<file path="src/sv/acesc_pkg.sv">
// ----------------------------------------------------------------------------
// ANSI escape to screen cells - shared package
// Field widths, character codes, result kinds and the control/status bundles
// that pass between the controller and the datapath.
// ----------------------------------------------------------------------------
package acesc_pkg;

    localparam int GLYPH_W = 21;
    localparam int POS_W   = 10;
    localparam int PARAM_W = 10;
    localparam int ADDR_W  = 14;
    localparam int ROWS_W  = 7;
    localparam int COLS_W  = 8;
    localparam int COLR_W  = 3;
    localparam int KIND_W  = 2;
    localparam int CFG_W   = 8;

    localparam int MAX_PARAMS_DEF = 10;
    localparam int MAX_DIGITS_DEF = 3;

    localparam logic [PARAM_W-1:0] PARAM_CAP = 10'd999;

    localparam logic [GLYPH_W-1:0] CH_NUL   = 21'h00;
    localparam logic [GLYPH_W-1:0] CH_ESC   = 21'h1B;
    localparam logic [GLYPH_W-1:0] CH_CR    = 21'h0D;
    localparam logic [GLYPH_W-1:0] CH_LF    = 21'h0A;
    localparam logic [GLYPH_W-1:0] CH_QUERY = 21'h3F;
    localparam logic [GLYPH_W-1:0] CH_SEMI  = 21'h3B;
    localparam logic [GLYPH_W-1:0] CH_ZERO  = 21'h30;
    localparam logic [GLYPH_W-1:0] CH_NINE  = 21'h39;
    localparam logic [GLYPH_W-1:0] CH_UP_H  = 21'h48;
    localparam logic [GLYPH_W-1:0] CH_LO_F  = 21'h66;
    localparam logic [GLYPH_W-1:0] CH_UP_A  = 21'h41;
    localparam logic [GLYPH_W-1:0] CH_UP_F  = 21'h46;
    localparam logic [GLYPH_W-1:0] CH_UP_B  = 21'h42;
    localparam logic [GLYPH_W-1:0] CH_UP_E  = 21'h45;
    localparam logic [GLYPH_W-1:0] CH_UP_C  = 21'h43;
    localparam logic [GLYPH_W-1:0] CH_UP_D  = 21'h44;
    localparam logic [GLYPH_W-1:0] CH_LO_S  = 21'h73;
    localparam logic [GLYPH_W-1:0] CH_LO_U  = 21'h75;
    localparam logic [GLYPH_W-1:0] CH_UP_G  = 21'h47;
    localparam logic [GLYPH_W-1:0] CH_UP_J  = 21'h4A;
    localparam logic [GLYPH_W-1:0] CH_LO_M  = 21'h6D;
    localparam logic [GLYPH_W-1:0] CH_LO_H  = 21'h68;
    localparam logic [GLYPH_W-1:0] CH_LO_L  = 21'h6C;

    localparam logic [KIND_W-1:0] KIND_STATUS = 2'd0;
    localparam logic [KIND_W-1:0] KIND_WRITE  = 2'd1;
    localparam logic [KIND_W-1:0] KIND_SCROLL = 2'd2;
    localparam logic [KIND_W-1:0] KIND_CLEAR  = 2'd3;

    localparam logic [1:0] PH_GROUND = 2'd0;
    localparam logic [1:0] PH_ESC    = 2'd1;
    localparam logic [1:0] PH_CSI    = 2'd2;

    localparam logic CFG_ROWS    = 1'b0;
    localparam logic CFG_COLUMNS = 1'b1;

    localparam logic [ROWS_W-1:0] ROWS_RST = 7'd25;
    localparam logic [COLS_W-1:0] COLS_RST = 8'd80;
    localparam logic [COLR_W-1:0] FORE_RST = 3'd7;
    localparam logic [COLR_W-1:0] BACK_RST = 3'd0;

    typedef struct packed {
        logic load;
        logic exec;
        logic sgr_step;
        logic put_mul;
        logic put_fin;
        logic out_adv;
    } t_cmd;

    typedef struct packed {
        logic is_put;
        logic is_sgr;
        logic walk_zero;
        logic out_last;
    } t_stat;

endpackage

</file>
<file path="src/sv/acesc_ctrl.sv">
// ----------------------------------------------------------------------------
// ANSI escape controller
// Sequences one glyph: accept, execute, optional SGR walk or cell write
// steps, then one output beat per result, or a single status beat if none.
// ----------------------------------------------------------------------------
module acesc_ctrl (
    input  logic              i_clk,
    input  logic              i_rst_n,
    input  logic              i_in_valid,
    output logic              o_in_stall,
    output logic              o_out_valid,
    input  logic              i_out_stall,
    input  acesc_pkg::t_stat  i_stat,
    output acesc_pkg::t_cmd   o_cmd
);

    localparam logic [2:0] ST_IDLE = 3'd0;
    localparam logic [2:0] ST_EXEC = 3'd1;
    localparam logic [2:0] ST_SGR  = 3'd2;
    localparam logic [2:0] ST_PUT1 = 3'd3;
    localparam logic [2:0] ST_PUT2 = 3'd4;
    localparam logic [2:0] ST_OUT  = 3'd5;

    logic [2:0] r_state;
    logic [2:0] n_state;

    always_comb begin
        n_state = r_state;
        unique case (r_state)
            ST_IDLE: if (i_in_valid) n_state = ST_EXEC;
            ST_EXEC: begin
                if (i_stat.is_put)      n_state = ST_PUT1;
                else if (i_stat.is_sgr) n_state = ST_SGR;
                else                    n_state = ST_OUT;
            end
            ST_SGR:  if (i_stat.walk_zero) n_state = ST_OUT;
            ST_PUT1: n_state = ST_PUT2;
            ST_PUT2: n_state = ST_OUT;
            ST_OUT:  if (!i_out_stall && i_stat.out_last) n_state = ST_IDLE;
            default: n_state = ST_IDLE;
        endcase
    end

    always_ff @(posedge i_clk) begin
        if (!i_rst_n) begin
            r_state <= ST_IDLE;
        end else begin
            r_state <= n_state;
        end
    end

    assign o_in_stall     = (r_state != ST_IDLE);
    assign o_out_valid    = (r_state == ST_OUT);
    assign o_cmd.load     = (r_state == ST_IDLE) && i_in_valid;
    assign o_cmd.exec     = (r_state == ST_EXEC);
    assign o_cmd.sgr_step = (r_state == ST_SGR) && !i_stat.walk_zero;
    assign o_cmd.put_mul  = (r_state == ST_PUT1);
    assign o_cmd.put_fin  = (r_state == ST_PUT2);
    assign o_cmd.out_adv  = (r_state == ST_OUT) && !i_out_stall;

endmodule

</file>
<file path="src/sv/acesc_dp.sv">
// ----------------------------------------------------------------------------
// ANSI escape datapath
// Parser registers, parameter store, cursor and attribute state, screen
// size registers, cell address arithmetic and the two result slots.
// ----------------------------------------------------------------------------
module acesc_dp #(
    parameter int MAX_PARAMS = acesc_pkg::MAX_PARAMS_DEF,
    parameter int MAX_DIGITS = acesc_pkg::MAX_DIGITS_DEF
) (
    input  logic                               i_clk,
    input  logic                               i_rst_n,
    input  logic                               i_cfg_we,
    input  logic                               i_cfg_index,
    input  logic [acesc_pkg::CFG_W-1:0]        i_cfg_data,
    input  logic [acesc_pkg::GLYPH_W-1:0]      i_glyph_code,
    input  acesc_pkg::t_cmd                    i_cmd,
    output acesc_pkg::t_stat                   o_stat,
    output logic [acesc_pkg::KIND_W-1:0]       o_kind,
    output logic [acesc_pkg::ADDR_W-1:0]       o_cell_address,
    output logic [acesc_pkg::GLYPH_W-1:0]      o_glyph,
    output logic [acesc_pkg::PARAM_W-1:0]      o_attribute,
    output logic [acesc_pkg::COLR_W-1:0]       o_fore_colour,
    output logic [acesc_pkg::COLR_W-1:0]       o_back_colour,
    output logic [acesc_pkg::POS_W-1:0]        o_max_row,
    output logic                               o_last
);

    localparam int PCW = $clog2(MAX_PARAMS + 1);
    localparam int PIW = $clog2(MAX_PARAMS);
    localparam int DCW = $clog2(MAX_DIGITS + 1);
    localparam int GW  = acesc_pkg::GLYPH_W;
    localparam int PW  = acesc_pkg::POS_W;
    localparam int VW  = acesc_pkg::PARAM_W;
    localparam int AW  = acesc_pkg::ADDR_W;
    localparam int KW  = acesc_pkg::KIND_W;
    localparam int CLW = acesc_pkg::COLR_W;
    localparam int RW  = acesc_pkg::ROWS_W;
    localparam int CW  = acesc_pkg::COLS_W;

    localparam logic [PCW-1:0] PC_MAX = PCW'(MAX_PARAMS);
    localparam logic [DCW-1:0] DC_MAX = DCW'(MAX_DIGITS);

    logic [GW-1:0]  r_glyph;
    logic [1:0]     r_phase;
    logic [VW-1:0]  r_ps [MAX_PARAMS];
    logic [PCW-1:0] r_pc;
    logic [DCW-1:0] r_dc;
    logic           r_had;
    logic           r_first;
    logic [PW-1:0]  r_col, r_row, r_used;
    logic [VW-1:0]  r_attr;
    logic [CLW-1:0] r_fore, r_back;
    logic [PW-1:0]  r_scol, r_srow;
    logic [VW-1:0]  r_sattr;
    logic [CLW-1:0] r_sfore, r_sback;
    logic [RW-1:0]  r_rows;
    logic [CW-1:0]  r_cols;
    logic signed [19:0] r_prod;
    logic [RW+CW-1:0]   r_area;
    logic [PCW-1:0] r_walk;
    logic [1:0]     r_rcnt;
    logic           r_oidx;
    logic [KW-1:0]  r_kind  [2];
    logic [AW-1:0]  r_addr  [2];
    logic [GW-1:0]  r_rglyph[2];

    logic           w_digit;
    logic [VW-1:0]  w_cur;
    logic [13:0]    w_acc;
    logic [VW-1:0]  w_dval;
    logic [PCW-1:0] w_pfin;
    logic [PW:0]    w_row_inc;
    logic [PW-1:0]  w_rows_ext;
    logic [PW-1:0]  w_cols_ext;
    logic [PW:0]    w_sum_row, w_sum_col;
    logic signed [PW:0] w_rm1;
    logic signed [20:0] w_pos;
    logic           w_pos_ok;
    logic [VW-1:0]  w_p0;

    assign w_digit    = (r_glyph >= acesc_pkg::CH_ZERO) && (r_glyph <= acesc_pkg::CH_NINE);
    assign w_cur      = r_ps[r_pc[PIW-1:0]];
    // value times ten by shifts, then add the digit
    assign w_acc      = (r_dc == '0) ? 14'(r_glyph[3:0])
                      : ({w_cur, 3'b000} + {3'b000, w_cur, 1'b0} + 14'(r_glyph[3:0]));
    assign w_dval     = (w_acc > 14'(acesc_pkg::PARAM_CAP)) ? acesc_pkg::PARAM_CAP
                                                              : w_acc[VW-1:0];
    assign w_pfin     = (r_had && (r_pc < PC_MAX)) ? r_pc + 1'b1 : r_pc;
    assign w_row_inc  = {1'b0, r_row} + 1'b1;
    assign w_rows_ext = PW'(r_rows);
    assign w_cols_ext = PW'(r_cols);
    assign w_p0       = r_ps[0];
    assign w_sum_row  = {1'b0, r_row} + {1'b0, w_p0};
    assign w_sum_col  = {1'b0, r_col} + {1'b0, w_p0};
    assign w_rm1      = $signed({1'b0, r_row}) - 11'sd1;
    assign w_pos      = 21'(r_prod) + $signed({11'b0, r_col}) - 21'sd1;
    assign w_pos_ok   = !w_pos[20] && (w_pos < $signed({6'b0, r_area}));

    assign o_stat.is_put = (r_phase == acesc_pkg::PH_GROUND)
                        && (r_glyph != acesc_pkg::CH_ESC) && (r_glyph != acesc_pkg::CH_CR)
                        && (r_glyph != acesc_pkg::CH_LF) && (r_glyph != acesc_pkg::CH_NUL);
    assign o_stat.is_sgr    = (r_phase == acesc_pkg::PH_CSI) && (r_glyph == acesc_pkg::CH_LO_M);
    assign o_stat.walk_zero = (r_walk == '0);
    assign o_stat.out_last  = (r_rcnt == 2'd0) || ({1'b0, r_oidx} == r_rcnt - 2'd1);

    assign o_kind         = r_kind[r_oidx];
    assign o_cell_address = r_addr[r_oidx];
    assign o_glyph        = r_rglyph[r_oidx];
    assign o_attribute    = r_attr;
    assign o_fore_colour  = r_fore;
    assign o_back_colour  = r_back;
    assign o_max_row      = r_used;
    assign o_last         = o_stat.out_last;

    // payload registers: captured glyph, product, area and result slots
    always_ff @(posedge i_clk) begin
        if (i_cmd.load) begin
            r_glyph     <= i_glyph_code;
            r_kind[0]   <= acesc_pkg::KIND_STATUS;
            r_addr[0]   <= '0;
            r_rglyph[0] <= '0;
        end
        if (i_cmd.put_mul) begin
            r_prod <= 20'(w_rm1) * 20'($signed({1'b0, r_cols}));
            r_area <= r_rows * r_cols;
        end
        if (i_cmd.exec) begin
            // any result from this step lands in the first slot
            if (r_phase == acesc_pkg::PH_GROUND) begin
                if ((r_glyph != acesc_pkg::CH_ESC) && (r_glyph != acesc_pkg::CH_NUL)
                    && ((r_glyph == acesc_pkg::CH_LF) ? (w_row_inc > {1'b0, w_rows_ext})
                                                      : (r_row > w_rows_ext))) begin
                    r_kind[0] <= acesc_pkg::KIND_SCROLL;
                end
            end else if ((r_phase == acesc_pkg::PH_CSI) && (r_glyph == acesc_pkg::CH_UP_J)
                         && !(w_digit && (r_dc < DC_MAX)) && (w_p0 == 10'd2)) begin
                r_kind[0] <= acesc_pkg::KIND_CLEAR;
            end
        end
        if (i_cmd.put_fin && w_pos_ok) begin
            r_kind[r_rcnt[0]]   <= acesc_pkg::KIND_WRITE;
            r_addr[r_rcnt[0]]   <= w_pos[AW-1:0];
            r_rglyph[r_rcnt[0]] <= r_glyph;
        end
    end

    always_ff @(posedge i_clk) begin
        if (!i_rst_n) begin
            r_phase <= acesc_pkg::PH_GROUND;
            for (int i = 0; i < MAX_PARAMS; i++) r_ps[i] <= '0;
            r_pc    <= '0;
            r_dc    <= '0;
            r_had   <= 1'b0;
            r_first <= 1'b0;
            r_col   <= PW'(1);
            r_row   <= PW'(1);
            r_used  <= PW'(1);
            r_attr  <= '0;
            r_fore  <= acesc_pkg::FORE_RST;
            r_back  <= acesc_pkg::BACK_RST;
            r_scol  <= PW'(1);
            r_srow  <= PW'(1);
            r_sattr <= '0;
            r_sfore <= acesc_pkg::FORE_RST;
            r_sback <= acesc_pkg::BACK_RST;
            r_rows  <= acesc_pkg::ROWS_RST;
            r_cols  <= acesc_pkg::COLS_RST;
            r_walk  <= '0;
            r_rcnt  <= '0;
            r_oidx  <= 1'b0;
        end else begin
            if (i_cfg_we) begin
                unique case (i_cfg_index)
                    acesc_pkg::CFG_ROWS:    r_rows <= i_cfg_data[RW-1:0];
                    acesc_pkg::CFG_COLUMNS: r_cols <= i_cfg_data[CW-1:0];
                    default: ;
                endcase
            end

            if (i_cmd.load) begin
                r_rcnt <= '0;
                r_oidx <= 1'b0;
            end

            if (i_cmd.out_adv) begin
                r_oidx <= 1'b1;
            end

            if (i_cmd.exec) begin
                unique case (r_phase)
                    acesc_pkg::PH_ESC: r_phase <= acesc_pkg::PH_CSI;
                    acesc_pkg::PH_CSI: begin
                        if (w_digit && (r_dc < DC_MAX)) begin
                            if (r_pc < PC_MAX) r_ps[r_pc[PIW-1:0]] <= w_dval;
                            r_dc  <= r_dc + 1'b1;
                            r_had <= 1'b1;
                        end else if (r_glyph == acesc_pkg::CH_QUERY) begin
                            r_had <= 1'b0;
                            r_dc  <= '0;
                        end else if (r_glyph == acesc_pkg::CH_SEMI) begin
                            if (!r_had) r_first <= 1'b1;
                            if (r_pc < PC_MAX) r_pc <= r_pc + 1'b1;
                            r_had <= 1'b0;
                            r_dc  <= '0;
                        end else begin
                            r_pc    <= w_pfin;
                            r_phase <= acesc_pkg::PH_GROUND;
                            priority if ((r_glyph == acesc_pkg::CH_UP_H)
                                         || (r_glyph == acesc_pkg::CH_LO_F)) begin
                                if (w_pfin == '0) begin
                                    r_col <= PW'(1);
                                    r_row <= PW'(1);
                                end else if (w_pfin == PCW'(1)) begin
                                    r_col <= PW'(1);
                                    r_row <= w_p0;
                                end else if (r_first) begin
                                    r_col <= r_ps[1];
                                end else begin
                                    r_col <= r_ps[1];
                                    r_row <= w_p0;
                                end
                            end else if ((r_glyph == acesc_pkg::CH_UP_A)
                                         || (r_glyph == acesc_pkg::CH_UP_F)) begin
                                if (w_pfin == '0) begin
                                    if (r_row > PW'(1)) r_row <= r_row - 1'b1;
                                end else begin
                                    r_row <= (r_row > w_p0) ? r_row - w_p0 : PW'(1);
                                end
                            end else if ((r_glyph == acesc_pkg::CH_UP_B)
                                         || (r_glyph == acesc_pkg::CH_UP_E)) begin
                                if (w_pfin == '0) begin
                                    if (r_row < w_rows_ext) r_row <= r_row + 1'b1;
                                end else begin
                                    r_row <= (w_sum_row > {1'b0, w_rows_ext}) ? w_rows_ext
                                                                              : w_sum_row[PW-1:0];
                                end
                            end else if (r_glyph == acesc_pkg::CH_UP_C) begin
                                if (w_pfin == '0) begin
                                    if (r_col < w_cols_ext) r_col <= r_col + 1'b1;
                                end else begin
                                    r_col <= (w_sum_col > {1'b0, w_cols_ext}) ? w_cols_ext
                                                                              : w_sum_col[PW-1:0];
                                end
                            end else if (r_glyph == acesc_pkg::CH_UP_D) begin
                                if (w_pfin == '0) begin
                                    if (r_col > PW'(1)) r_col <= r_col - 1'b1;
                                end else begin
                                    r_col <= (r_col > w_p0) ? r_col - w_p0 : PW'(1);
                                end
                            end else if (r_glyph == acesc_pkg::CH_LO_S) begin
                                r_scol  <= r_col;
                                r_srow  <= r_row;
                                r_sattr <= r_attr;
                                r_sfore <= r_fore;
                                r_sback <= r_back;
                            end else if (r_glyph == acesc_pkg::CH_LO_U) begin
                                r_col  <= r_scol;
                                r_row  <= r_srow;
                                r_attr <= r_sattr;
                                r_fore <= r_sfore;
                                r_back <= r_sback;
                            end else if (r_glyph == acesc_pkg::CH_UP_G) begin
                                r_col <= (w_pfin == '0) ? PW'(1) : w_p0;
                            end else if (r_glyph == acesc_pkg::CH_UP_J) begin
                                if (w_p0 == 10'd2) begin
                                    r_col  <= PW'(1);
                                    r_row  <= PW'(1);
                                    r_used <= PW'(1);
                                    r_rcnt <= 2'd1;
                                end
                            end else if (r_glyph == acesc_pkg::CH_LO_M) begin
                                if (w_pfin == '0) begin
                                    r_attr <= '0;
                                    r_fore <= acesc_pkg::FORE_RST;
                                    r_back <= acesc_pkg::BACK_RST;
                                end
                                r_walk <= w_pfin;
                            end else begin
                                // unknown final: drop
                            end
                        end
                    end
                    default: begin
                        if (r_glyph == acesc_pkg::CH_ESC) begin
                            r_phase <= acesc_pkg::PH_ESC;
                            for (int i = 0; i < MAX_PARAMS; i++) r_ps[i] <= '0;
                            r_pc    <= '0;
                            r_dc    <= '0;
                            r_had   <= 1'b0;
                            r_first <= 1'b0;
                        end else if (r_glyph == acesc_pkg::CH_CR) begin
                            r_col <= PW'(1);
                            if (r_used < r_row) r_used <= r_row;
                            if (r_row > w_rows_ext) begin
                                r_row  <= w_rows_ext;
                                r_rcnt <= 2'd1;
                            end
                        end else if (r_glyph == acesc_pkg::CH_LF) begin
                            if ({1'b0, r_used} < w_row_inc) r_used <= w_row_inc[PW-1:0];
                            if (w_row_inc > {1'b0, w_rows_ext}) begin
                                r_row  <= w_rows_ext;
                                r_rcnt <= 2'd1;
                            end else begin
                                r_row <= w_row_inc[PW-1:0];
                            end
                        end else if (r_glyph != acesc_pkg::CH_NUL) begin
                            // raise the high-water row, or scroll and pin it
                            if (r_row > w_rows_ext) begin
                                r_row  <= w_rows_ext;
                                r_used <= w_rows_ext;
                                r_rcnt <= 2'd1;
                            end else if (r_used < r_row) begin
                                r_used <= r_row;
                            end
                        end
                    end
                endcase
            end

            if (i_cmd.sgr_step) begin
                if (w_p0 == '0) begin
                    r_attr <= '0;
                    r_fore <= acesc_pkg::FORE_RST;
                    r_back <= acesc_pkg::BACK_RST;
                end else if ((w_p0 >= 10'd30) && (w_p0 <= 10'd37)) begin
                    r_fore <= CLW'(w_p0 - 10'd30);
                end else if ((w_p0 >= 10'd40) && (w_p0 <= 10'd47)) begin
                    r_back <= CLW'(w_p0 - 10'd40);
                end else begin
                    r_attr <= w_p0;
                end
                // shift the next parameter down to the head
                for (int i = 0; i < MAX_PARAMS - 1; i++) r_ps[i] <= r_ps[i+1];
                r_ps[MAX_PARAMS-1] <= '0;
                r_walk <= r_walk - 1'b1;
            end

            if (i_cmd.put_fin) begin
                if (w_pos_ok) r_rcnt <= r_rcnt + 2'd1;
                if (r_col >= w_cols_ext) begin
                    r_col <= PW'(1);
                    r_row <= r_row + 1'b1;
                end else begin
                    r_col <= r_col + 1'b1;
                end
            end
        end
    end

endmodule

</file>
<file path="src/sv/ansi_escape_to_screen_cells.sv">
// ----------------------------------------------------------------------------
// ANSI escape to screen cells
// CSI escape parser turning a glyph stream into cell writes, scrolls and
// clears, with cursor, SGR colour and attribute tracking.
// ----------------------------------------------------------------------------
// Sequence: a glyph is accepted, then executed; a printable glyph then takes a
// multiply step and a finish step, an SGR final with n parameters walks them
// (one per cycle). Throughput: one glyph at a time; the next is taken once
// every result beat (one or two) has left.
// Reset: synchronous, active low; screen is 25 by 80, cursor at 1,1.
module ansi_escape_to_screen_cells #(
    parameter int MAX_PARAMS = acesc_pkg::MAX_PARAMS_DEF,
    parameter int MAX_DIGITS = acesc_pkg::MAX_DIGITS_DEF
) (
    input  logic                               i_clk,
    input  logic                               i_rst_n,
    input  logic                               i_cfg_we,
    input  logic                               i_cfg_index,
    input  logic [acesc_pkg::CFG_W-1:0]        i_cfg_data,
    input  logic                               i_in_valid,
    output logic                               o_in_stall,
    input  logic [acesc_pkg::GLYPH_W-1:0]      i_glyph_code,
    output logic                               o_out_valid,
    input  logic                               i_out_stall,
    output logic [acesc_pkg::KIND_W-1:0]       o_kind,
    output logic [acesc_pkg::ADDR_W-1:0]       o_cell_address,
    output logic [acesc_pkg::GLYPH_W-1:0]      o_glyph,
    output logic [acesc_pkg::PARAM_W-1:0]      o_attribute,
    output logic [acesc_pkg::COLR_W-1:0]       o_fore_colour,
    output logic [acesc_pkg::COLR_W-1:0]       o_back_colour,
    output logic [acesc_pkg::POS_W-1:0]        o_max_row,
    output logic                               o_last
);

    acesc_pkg::t_cmd  w_cmd;
    acesc_pkg::t_stat w_stat;

    acesc_ctrl u_ctrl (
        .i_clk       (i_clk),
        .i_rst_n     (i_rst_n),
        .i_in_valid  (i_in_valid),
        .o_in_stall  (o_in_stall),
        .o_out_valid (o_out_valid),
        .i_out_stall (i_out_stall),
        .i_stat      (w_stat),
        .o_cmd       (w_cmd)
    );

    acesc_dp #(
        .MAX_PARAMS (MAX_PARAMS),
        .MAX_DIGITS (MAX_DIGITS)
    ) u_dp (
        .i_clk          (i_clk),
        .i_rst_n        (i_rst_n),
        .i_cfg_we       (i_cfg_we),
        .i_cfg_index    (i_cfg_index),
        .i_cfg_data     (i_cfg_data),
        .i_glyph_code   (i_glyph_code),
        .i_cmd          (w_cmd),
        .o_stat         (w_stat),
        .o_kind         (o_kind),
        .o_cell_address (o_cell_address),
        .o_glyph        (o_glyph),
        .o_attribute    (o_attribute),
        .o_fore_colour  (o_fore_colour),
        .o_back_colour  (o_back_colour),
        .o_max_row      (o_max_row),
        .o_last         (o_last)
    );

endmodule
</file>
<file path="config.mk">
export PLATFORM = sky130hd
export DESIGN_NAME = ansi_escape_to_screen_cells
export DESIGN_NICKNAME = d
export VERILOG_FILES = /design/src/sv/acesc_pkg.sv /design/src/sv/acesc_ctrl.sv /design/src/sv/acesc_dp.sv /design/src/sv/ansi_escape_to_screen_cells.sv
export SDC_FILE = /design/constraint.sdc
export NUM_CORES = 1
export LEC_CHECK = 0
export ABC_AREA = 1
export BUFFER_PORTS_ARGS = -buffer_cell sky130_fd_sc_hd__buf_2
export CAP_MARGIN = 20
export CORE_ASPECT_RATIO = 1.2
export CORE_MARGIN = 3
export CORE_UTILIZATION = 50
export DETAILED_ROUTE_END_ITERATION = 16
export GPL_TIMING_DRIVEN = 0
export PLACE_DENSITY = 0.77
export RECOVER_POWER = 50
export SLEW_MARGIN = 20
export SYNTH_ARGS = -nofsm -noshare
export SYNTH_HDL_FRONTEND = slang
export SYNTH_HIERARCHICAL = 1
export SYNTH_SLANG_ARGS = --single-unit
</file>
<file path="constraint.sdc">
create_clock -name i_clk -period 12.61 [get_ports i_clk]
set_clock_uncertainty 0.05 [all_clocks]
set_input_delay 1.8915 -clock i_clk [delete_from_list [all_inputs] [get_ports i_clk]]
set_output_delay 1.8915 -clock i_clk [all_outputs]
set_load 0.05 [all_outputs]
</file>
==> metrics.yaml <==
route.vias.total: 29200
hp-class: "flip-flop to flip-flop"
ant_nets: 0
io_buffers: 100
vias_per_cell: 5.73
core_area_sq_um: 62200
crit_path_end_kind: "flip-flop"
die_h_microns: 281
path_clk_slew_ns: 0.07
wl_per_cell_microns: 20.1
async_flop_share_pct: 0
synth_edf_count: 286
hold_slack_ns: 0.404
fin_tns_setup_ns: 0
drive_gt1_share_pct: 5.04
io-pin-count: 101
clock-root-buffer: "clkbuf_16"
synthMostInstantiatedCell: "nand2_1"
yosys_warnings: 6
drv_slew: 0
dpl.hpwl_mm: 79.6
start_util_pct: 50.6
drtIter0Drc: 2859
finalWeightedCongestion: 0.990
fmax_mhz: 132
synth-seq-area-share_pct: 35.2
period_share_pct: 60.1
holdBufCountCts: 0
grt_use_total_pct: 30.0
synth_area_leaders: "edfxtp_1 (27%), nand2_1 (11%), ha_1 (9.8%), dfxtp_1 (7.9%), inv_1 (7.0%)"
ys_types: 60
post_cts_buffers: 0
powerDensity_nw_per_um2: 128
rows: 100
ys_ff_latch: 410
drc: 0
area_delta_synth_final_pct: 9.83
grt_pass1_wl_mm: 155
drt_pre_antenna_iters: 6
synth_top_area_share_pct: 27.3
clk_latency_ns: 0.61
postLayoutCoreUtil_pct: 55.5
place_ws_ns: 5.77
syn_area_sq_um: 31500
dieArea_sq_um: 66000
crit_required_ns: 12.95
path_class: "flip-flop to flip-flop"
layout_setup_ws_ns: 5.03
period_minus_slack_ns: 7.58
stdcell_count: 5105
crit_fanout: 12
tightest_slew_ns: 1.17
p_leak_nw: 15.7
final_nets: 4638
cts_resized: 0
cts.sinks: 410
timing_hold_violations_final: 0
syn_area_per_cell_sq_um: 7.76
arrival_ns: 7.92
grt_pass1_vias: 28100
die_w_microns: 235
cts_tree: "done"
syn_inst: 4055
grt-ovfl-total: 0
cts_max_level: 2
setup-violations-final: 0
cap_violations: 0
synth_area_leader_cell: "edfxtp_1"
ir_worst_vdd_v: 0.000114
synthTopCellsByCount: "nand2_1 (898), inv_1 (587), nor2_1 (342), o21ai_0 (305), edfxtp_1 (286)"
grt_max_degree: 23
cp-start-kind: "flip-flop"
status: "finished clean"
drt-total-wl_mm: 103
synth_ff_type: "edfxtp_1"
numCtsBuffers: 44
slew_headroom_pct: 21.4
grt_antenna_before_repair: 2
rsz0062_at_grt: "no"
dp.cells: 5018
clock_path_buffers: 3
[report_power, final]
part           switching, mW  leakage [nW]  internal, mW  total [mW]
clock                  0.577         0.729         0.739        1.32
combinational           1.03          11.2         0.489        1.52
sequential            0.0598          3.81          1.54        1.60
[per-layer routing]
| metal | part of all wire (%) | wire [microns] | up-vias | track usage, % |
|---|---|---|---|---|
| met2 | 47 | 48200 | 1434 | 50.9 |
| met4 | 8.2 | 8450 | 0 | 21.6 |
| li1 | - | - | 13800 | - |
| met1 | 36 | 37400 | 13600 | 34.4 |
| met5 | 0 | 0 | - | 0 |
| met3 | 8.5 | 8690 | 460 | 5.32 |
[layout by cell type (no fill, tap or decap), drive strengths merged, types with 108 or more instances in the layout]
master and count:
nand2 907, inv 607, nor2 357, o21ai 325, edfxtp 286, a21oi 281, ha 247, clkbuf 241
nand3 214, dfxtp 124, fa 108
[flip-flops by register name (all words and copies together), names as in the netlist, 4 cells and up, named ones only]
signal            flops
u_dp/r_sattr         10
u_dp/r_cols           8
u_dp/r_prod          20
u_dp/r_pc             4
u_dp/r_walk           4
u_dp/r_area          15
u_dp/r_col           10
u_dp/r_ps           160
u_dp/r_rows           7
u_dp/r_glyph         21
u_dp/r_scol          10
u_dp/r_rglyph        42
u_dp/r_addr          28
u_dp/o_attribute     10
u_dp/r_row           10
u_dp/r_srow          10
u_dp/o_max_row       10
[cells by family (layout without fill, tap and decap cells)]
kind of cell,Yosys count,after routing,synth area share (%)
AND/OR/NAND/NOR,1618,1618,21.5
other,1,45,0.0119
adder cells (fa/ha/maj),355,355,16.7
AO/OA/AOI/OAI,794,794,14.3
XOR/XNOR,90,90,2.53
buffers and inverters,787,977,9.77
flip-flops,410,410,35.2
[worst paths after layout]
check	from	end	slack (ns)	cells past startpoint
max	u_dp/r_row[0]	u_dp/r_prod[18]	5.03	26
max reg2reg	u_dp/r_row[0]	u_dp/r_prod[18]	5.03	26
min reg2reg	u_dp/r_glyph[20]	u_dp/r_rglyph[1][20]	0.40	0
min	u_dp/r_glyph[20]	u_dp/r_rglyph[1][20]	0.40	0
[worst max-delay path, stage by stage, from the launching register on]
cell and delay, ns:
dfxtp_1 0.44, clkbuf_1 0.35, inv_1 0.15, clkbuf_1 0.75, ha_1 0.37, nand2_1 0.14
o21ai_0 0.17, nand2_1 0.24, inv_1 0.20, nand2_1 0.09, fa_1 0.51, fa_1 0.57
fa_1 0.45, fa_1 0.54, inv_1 0.04, ha_1 0.34, nand2_1 0.06, o21ai_0 0.29
a21oi_1 0.14, nor2_1 0.10, nor2_1 0.07, o21ai_0 0.28, a21oi_1 0.11, o21bai_1 0.22
a21boi_0 0.18, o21ai_0 0.24, xor2_1 0.26
[area by class of cell]
type	count	area (sq um)
diodes	5	12.5
clock buffers	55	1230
fillers	5867	27600
flip-flops and latches	410	11100
plain buffers	167	732
inverters	620	2330
clock inverters	27	226
multi-input cells	2897	17400
well taps	816	1020
repair buffers	108	494
[per-stage QoR]
stage / cell area [sq um] / power [mW]
2_1_floorplan: 31600 / 2.71
3_3_place_gp: 33100 / 3.09
3_5_place_dp: 33200 / 3.14
4_1_cts: 34700 / 4.44
5_1_grt: 34500 / 4.69
6_report: 34500 / 4.44
Note: power is estimated with default switching activity, not from simulation.
